<file path="config.mk">
export PLATFORM = sky130hd
export DESIGN_NAME = dhf_ctrl
export DESIGN_NICKNAME = d
export VERILOG_FILES = /design/src/dhf_pkg.sv /design/src/dhf_ctrl.sv
export SDC_FILE = /design/constraint.sdc
export NUM_CORES = 1
export LEC_CHECK = 0
export BUFFER_PORTS_ARGS = -buffer_cell sky130_fd_sc_hd__buf_2
export CORE_MARGIN = 8
export CORE_UTILIZATION = 35
export CTS_BUF_LIST = sky130_fd_sc_hd__clkbuf_4 sky130_fd_sc_hd__clkbuf_8 sky130_fd_sc_hd__clkbuf_16
export DETAILED_ROUTE_END_ITERATION = 10
export SETUP_SLACK_MARGIN = 0.4
export SYNTH_ARGS = -nofsm -noshare
export SYNTH_HDL_FRONTEND = slang
export SYNTH_SLANG_ARGS = --single-unit
export TNS_END_PERCENT = 5
</file>
<file path="constraint.sdc">
create_clock -name i_clk -period 2.4 [get_ports i_clk]
set_input_delay 0.24 -clock i_clk [delete_from_list [all_inputs] [get_ports i_clk]]
set_output_delay 0.24 -clock i_clk [all_outputs]
set_load 0.02 [all_outputs]
</file>
<file path="src/dhf_pkg.sv">
// shared types, constants and helper functions for the depth hole filler
package dhf_pkg;

    localparam int MAX_WIDTH_DEF = 512;
    localparam int PIX_W         = 8;
    localparam int FW_W          = 10;
    localparam int FH_W          = 13;
    localparam int ROW_W         = 12;
    localparam int SUM_W         = 11;
    localparam int CNT_W         = 4;
    localparam int RECIP_W       = 17;
    localparam int RECIP_SH      = 16;
    localparam int PROD_W        = SUM_W + RECIP_W;
    localparam int NBR_W         = 3;
    localparam int PADDR_W       = 3;
    localparam int PDATA_W       = 32;

    localparam logic [FW_W-1:0] FW_RESET   = FW_W'(512);
    localparam logic [FH_W-1:0] FH_RESET   = FH_W'(424);
    localparam logic [FH_W-1:0] HEIGHT_MAX = FH_W'(4096);

    localparam logic CMD_PIXEL = 1'b0;
    localparam logic CMD_DRAIN = 1'b1;

    localparam logic REG_FRAME_WIDTH  = 1'b0;
    localparam logic REG_FRAME_HEIGHT = 1'b1;

    // neighbor visiting order, raster order around the center
    localparam logic [NBR_W-1:0] NBR_UL = 3'd0;
    localparam logic [NBR_W-1:0] NBR_U  = 3'd1;
    localparam logic [NBR_W-1:0] NBR_UR = 3'd2;
    localparam logic [NBR_W-1:0] NBR_L  = 3'd3;
    localparam logic [NBR_W-1:0] NBR_R  = 3'd4;
    localparam logic [NBR_W-1:0] NBR_DL = 3'd5;
    localparam logic [NBR_W-1:0] NBR_D  = 3'd6;
    localparam logic [NBR_W-1:0] NBR_DR = 3'd7;

    typedef struct packed {
        logic             latch;
        logic             use_live;
        logic             wr_input;
        logic             wr_live;
        logic             rd_center;
        logic             rd_nbr;
        logic [NBR_W-1:0] nbr_idx;
        logic             clr_acc;
        logic             acc_en;
        logic             div_en;
        logic             quo_en;
        logic             take_center;
        logic             emit;
    } t_dp_cmd;

    typedef struct packed {
        logic emit_live;
        logic write_only;
        logic drain;
        logic center_zero;
        logic out_free;
        logic use_live;
    } t_dp_stat;

    // ceil(2^16 / cnt), exact floor division for sums below 2^11
    function automatic logic [RECIP_W-1:0] dhf_recip(input logic [CNT_W-1:0] cnt);
        logic [RECIP_W-1:0] r;
        case (cnt)
            4'd1:    r = 17'd65536;
            4'd2:    r = 17'd32768;
            4'd3:    r = 17'd21846;
            4'd4:    r = 17'd16384;
            4'd5:    r = 17'd13108;
            4'd6:    r = 17'd10923;
            4'd7:    r = 17'd9363;
            4'd8:    r = 17'd8192;
            default: r = '0;
        endcase
        return r;
    endfunction

endpackage

</file>
<file path="src/dhf_ctrl.sv">
// sequencing state machine for the hole filler datapath
module dhf_ctrl (
    input  logic              i_clk,
    input  logic              i_rst_n,
    input  logic              i_in_valid,
    output logic              o_in_ready,
    input  dhf_pkg::t_dp_stat i_stat,
    output dhf_pkg::t_dp_cmd  o_cmd
);
    import dhf_pkg::*;

    typedef enum logic [2:0] {
        S_IDLE,
        S_CENTER,
        S_NBR,
        S_DIV,
        S_QUO,
        S_OUT,
        S_WIN
    } t_state;

    t_state           r_state;
    logic [NBR_W-1:0] r_k;

    always_comb begin
        o_cmd      = '0;
        o_in_ready = 1'b0;
        unique case (r_state)
            S_IDLE: begin
                o_in_ready = 1'b1;
                if (i_in_valid) begin
                    if (i_stat.emit_live) begin
                        o_cmd.latch     = 1'b1;
                        o_cmd.use_live  = 1'b1;
                        o_cmd.rd_center = 1'b1;
                    end else if (i_stat.write_only) begin
                        o_cmd.wr_input = 1'b1;
                    end else if (i_stat.drain) begin
                        o_cmd.latch     = 1'b1;
                        o_cmd.rd_center = 1'b1;
                    end
                end
            end
            S_CENTER: begin
                if (i_stat.center_zero) begin
                    o_cmd.clr_acc = 1'b1;
                    o_cmd.rd_nbr  = 1'b1;
                    o_cmd.nbr_idx = NBR_UL;
                end else begin
                    o_cmd.take_center = 1'b1;
                end
            end
            S_NBR: begin
                o_cmd.acc_en = 1'b1;
                if (r_k != NBR_DR) begin
                    o_cmd.rd_nbr  = 1'b1;
                    o_cmd.nbr_idx = r_k + NBR_W'(1);
                end
            end
            S_DIV: o_cmd.div_en = 1'b1;
            S_QUO: o_cmd.quo_en = 1'b1;
            S_OUT: o_cmd.emit   = i_stat.out_free;
            S_WIN: o_cmd.wr_live = 1'b1;
            default: o_cmd = '0;
        endcase
    end

    always_ff @(posedge i_clk) begin
        if (!i_rst_n) begin
            r_state <= S_IDLE;
            r_k     <= NBR_UL;
        end else begin
            unique case (r_state)
                S_IDLE: begin
                    if (i_in_valid && (i_stat.emit_live || i_stat.drain)) begin
                        r_state <= S_CENTER;
                    end
                end
                S_CENTER: begin
                    if (i_stat.center_zero) begin
                        r_k     <= NBR_UL;
                        r_state <= S_NBR;
                    end else begin
                        r_state <= S_OUT;
                    end
                end
                S_NBR: begin
                    if (r_k == NBR_DR) begin
                        r_state <= S_DIV;
                    end else begin
                        r_k <= r_k + NBR_W'(1);
                    end
                end
                S_DIV: r_state <= S_QUO;
                S_QUO: r_state <= S_OUT;
                S_OUT: begin
                    if (i_stat.out_free) begin
                        r_state <= i_stat.use_live ? S_WIN : S_IDLE;
                    end
                end
                S_WIN: r_state <= S_IDLE;
                default: r_state <= S_IDLE;
            endcase
        end
    end

endmodule

</file>
==> results <==
- Clock-pin slew was measured on the worst setup and hold paths at 0.05 ns.
- Internal power comes to between 200 and 250 uW.
- The flip-flop and latch count after synthesis is 6.
- For this design the ratio of total power to cell area is 596.8 mW/mm2.
- The worst path needs between 1.5 and 2 ns of the cycle, external delays included.
- The post-DP HPWL is 939.7 um.
- The total overflow left after global routing is 0.
- The required time of the worst setup path is approximately 2.2 ns.
- The end point of the worst hold path is r_state[1].
- The count of buffers added on input and output ports is 24.
- The TritonCTS clock tree is yes.
- The largest fanout on the critical path is 4.
- For this run, design rule violations remaining after detail routing come to 0.
- Broken down by cell family, the worst path's largest delay share belongs to simple AND/OR/NAND/NOR gates.
- The largest single stage delay on the critical path is 0.39 ns.
- The final standard cell utilization of the core is between 40% and 50%.
- The leading area contributor after synthesis is sky130_fd_sc_hd__dfxtp_1.
- The share of power burned in the clock network is approximately 24%.
- The number of different library cells used by synthesis comes to 30.
- The tree is rooted in a sky130_fd_sc_hd__clkbuf_4.
- CTS built an H-tree with a depth of 1.
- The synthesis-to-layout area growth is 32.54%.
- Summing all non-filler instances in the final layout gives an area of about 630 um2.
- The number of hold-slack violations in the final timing report was 0.
- The worst path buffer plus inverter count is 1.
- The start-to-end type of the worst setup path is reg2out.
- The worst-case reg-to-reg path depth is 7.
- The number of global-route vias before repair is approximately 460.
- The share of cells above drive strength 1 is between 40% and 50%.
- The flow ran to the end, and the final reports show no timing, DRC or antenna violations.
- The worst hold path passes through 2 cells.
- The portion of the post-synthesis area used by sequential elements is 25.40%.
- The hold slack is 0.3124 ns.
- Yosys mapped a number of flops with a built-in enable equal to 0.
- The number of buffers inserted during clock tree synthesis is 3.
- The analysis attributes to cell leakage a power of around 0.0003 uW.
- The die area is 0.002784 mm2.
- The routed length per placed instance is between 10 and 15 um.
- In this run the biggest area consumer among cell types represents between 20% and 30% of the synthesized area.
- After layout, the design draws a total of around 370 uW.
- The clock net in this run drives a total of 6 sinks.
- The worst setup path is launched from a flip-flop.
- Global routing used 8.927% of the available tracks across all layers.
- The maximum count of clock buffers along a single path is 2.
- The launch instance of the worst register-to-register path is r_k[0].
- The switching fraction of total power is 38.55%.
- Derived from the worst setup path, the maximum achievable clock frequency is 515.4 MHz.
- The net count of the mapped netlist is a little over 70.
- The register share of total power is between 30% and 40%.
- Adding up every negative setup slack in the final design gives 0 ns.
- The first routing iteration left 8 violations.
- Clock latency on the worst-skew pair, taken at its later pin, is 0.24 ns.
- 0 antenna diodes ended up in the layout.
- The most instantiated flip-flop cell in the synthesis netlist is sky130_fd_sc_hd__dfxtp_1.
- The worst hold path belongs to the class in2reg.
- The proportion of power drawn by combinational gates is 40.4%.
- The cts-stage hold buffer count is 0.
- Setup violations remaining at the end of the flow were counted as 0.
- The first global-routing pass estimated between 1500 and 2000 um of wire.
- The source of the worst hold timing path is i_rst_n.
- At the pin with the least slew margin, the transition time is slightly above 0.6 ns.
- For the worst setup path, the data arrival time is ~1.7 ns.
- The die extent in x is ~53 um.
- From bottom edge to top edge, the die measures ~53 um.
- The setup clock skew after layout is slightly above 0.007 ns.
- The slowest stage of the critical path belongs to the cell sky130_fd_sc_hd__or3b_4.
- The endpoint identified for the worst register-to-register timing path is r_k[2].
- The post-synthesis cell count is 60.
- Walking the worst path, the cells encountered are ha_1 -> ha_2 -> or3b_4 -> a21oi_4 -> buf_6.
- Setup repair after global routing left no endpoint under its margin.
- For this configuration, the core starts out at a cell density of between 30% and 40%.
- After detailed placement, the total cell area comes to approximately 580 um2.
- The capturing element type of the critical path is an output port.
- The number of nets at the end of the flow is 97.
- The relative slew slack is about three fifths.
- Max-cap violations in this run came to 0.
- The pin count of the biggest net entering global routing is 16.
- The final count of pins violating max slew is 0.
- The number of vias per cell is 5.121.
- The floorplan has 13 rows.
- The final RePlAce weighted congestion is around 0.7.
- The netlist area before placement is between 400 and 500 um2.
- The final cycle utilization of the critical path is 80.84%.
- The most frequent standard cell in the layout excluding fill and tap cells is sky130_fd_sc_hd__buf_2.
- The net switching power is around 140 uW.
- The number of nets still failing antenna checks after routing is 0.
- Dividing the synthesized area by the synthesized cell count gives 7.883 um2.
- For this block, the via count after detailed routing is ~510.
- The count of warnings emitted by yosys is 0.
- Across all register-to-register paths, the minimum setup slack is about 0.73 ns.
- The pre-antenna-repair detailed-routing pass consisted of 4 iterations.
- The routed design has 1219 um of wire.
- 25 I/O pins were placed.
- The worst-case IR drop observed on VDD is approximately 0.00021 V.
- Yosys attributes the largest share of cell area to sky130_fd_sc_hd__dfxtp_1, sky130_fd_sc_hd__nand2_1, sky130_fd_sc_hd__ha_1.
- The number of fillers in the final layout is between 100 and 150.
- In the layout the commonest cells are sky130_fd_sc_hd__buf_2, sky130_fd_sc_hd__nand2_1, sky130_fd_sc_hd__dfxtp_1, sky130_fd_sc_hd__o21ai_0, sky130_fd_sc_hd__nor2_1.
- The share of flip-flops with an asynchronous set or reset after synthesis is 0%.
- In this run the standard cell core region covers between 0.001 and 0.0015 mm2.
- The startpoint of the most critical setup path is r_k[0].
- The initial antenna violation count is 0.
[registers in the layout, summed over array words and instances (netlist names)]
register  count
r_k           3
r_state       3
[worst register-to-register path, cell delays in order, from the launching register on]
cell,delay (ns)
sky130_fd_sc_hd__dfxtp_1,0.33
sky130_fd_sc_hd__ha_1,0.20
sky130_fd_sc_hd__ha_2,0.18
sky130_fd_sc_hd__or3b_4,0.39
sky130_fd_sc_hd__a21oi_4,0.21
sky130_fd_sc_hd__buf_4,0.14
sky130_fd_sc_hd__nand3_1,0.06
sky130_fd_sc_hd__o21ai_0,0.08
[worst max path at each step]
| stage | end | slack, ns | cells after the start |
|---|---|---|---|
| floorplan | o_cmd[14] | 0.62 | 5 |
| detailed placement | o_cmd[9] | 0.67 | 5 |
| CTS | o_cmd[9] | 0.40 | 5 |
| finish | o_cmd[9] | 0.46 | 5 |
| global placement | o_cmd[9] | 0.70 | 5 |
| global route | o_cmd[9] | 0.41 | 5 |
[logic make-up after synthesis]
family | Yosys count | share of synthesized area [%]
DFF | 6 | 25.40
buffers and inverters | 8 | 10.05
AOI/OAI and AO/OA | 12 | 17.46
adders and majority gates | 2 | 5.290
and+or+nand+nor | 32 | 41.80
[layer usage]
layer / routed length (um) / vias to the layer above / GRT usage [%]
li1: - / 265 / -
met1: 531 / 227 / 9.265
met2: 597 / 15 / 13.87
met3: 90 / 0 / 3.977
met4: 0 / 0 / 6.466
met5: 0 / - / 0
[per-stage QoR]
step / std cells / setup slack [ns]
floorplan: 60 / 0.6201
global placement: 94 / 0.6970
detailed placement: 94 / 0.6674
CTS: 97 / 0.4003
global route: 99 / 0.4055
finish: 99 / 0.4599
[cells in the mapped netlist, types with 2 or more instances]
library cell / number
sky130_fd_sc_hd__ha_1: 2
sky130_fd_sc_hd__nor2_1: 4
sky130_fd_sc_hd__nand4_1: 2
sky130_fd_sc_hd__nor2b_1: 2
sky130_fd_sc_hd__buf_4: 2
sky130_fd_sc_hd__and3_1: 2
sky130_fd_sc_hd__a31oi_1: 2
sky130_fd_sc_hd__buf_2: 2
sky130_fd_sc_hd__nand2_1: 7
sky130_fd_sc_hd__dfxtp_1: 6
sky130_fd_sc_hd__o21ai_0: 5
sky130_fd_sc_hd__inv_1: 3
sky130_fd_sc_hd__nor3_1: 4
[final cells by class]
| class | count | area (um2) | area share [%] |
|---|---|---|---|
| multi-input combinational | 46 | 312.8 | 49.90 |
| inverter | 3 | 11.26 | 1.796 |
| timing repair buffer | 26 | 141.4 | 22.55 |
| tap | 15 | 18.77 | 2.994 |
| clock buffer | 3 | 22.52 | 3.593 |
| sequential | 6 | 120.1 | 19.16 |
[power groups by stage]
stage / clock [uW] / combinational (uW) / sequential (uW)
after floorplan: 0 / 124 / 115
after global placement: 0 / 140 / 134
after detailed placement: 0 / 139 / 134
after CTS: 94.7 / 140 / 132
after global routing: 101 / 166 / 135
final: 91.1 / 151 / 132
[timing repair]
item                       4_1_cts  5_1_grt
resized for setup                0        3
setup endpoints to repair        0        1
buffers inserted                 0        2
Note: power is estimated with default switching activity, not from simulation.
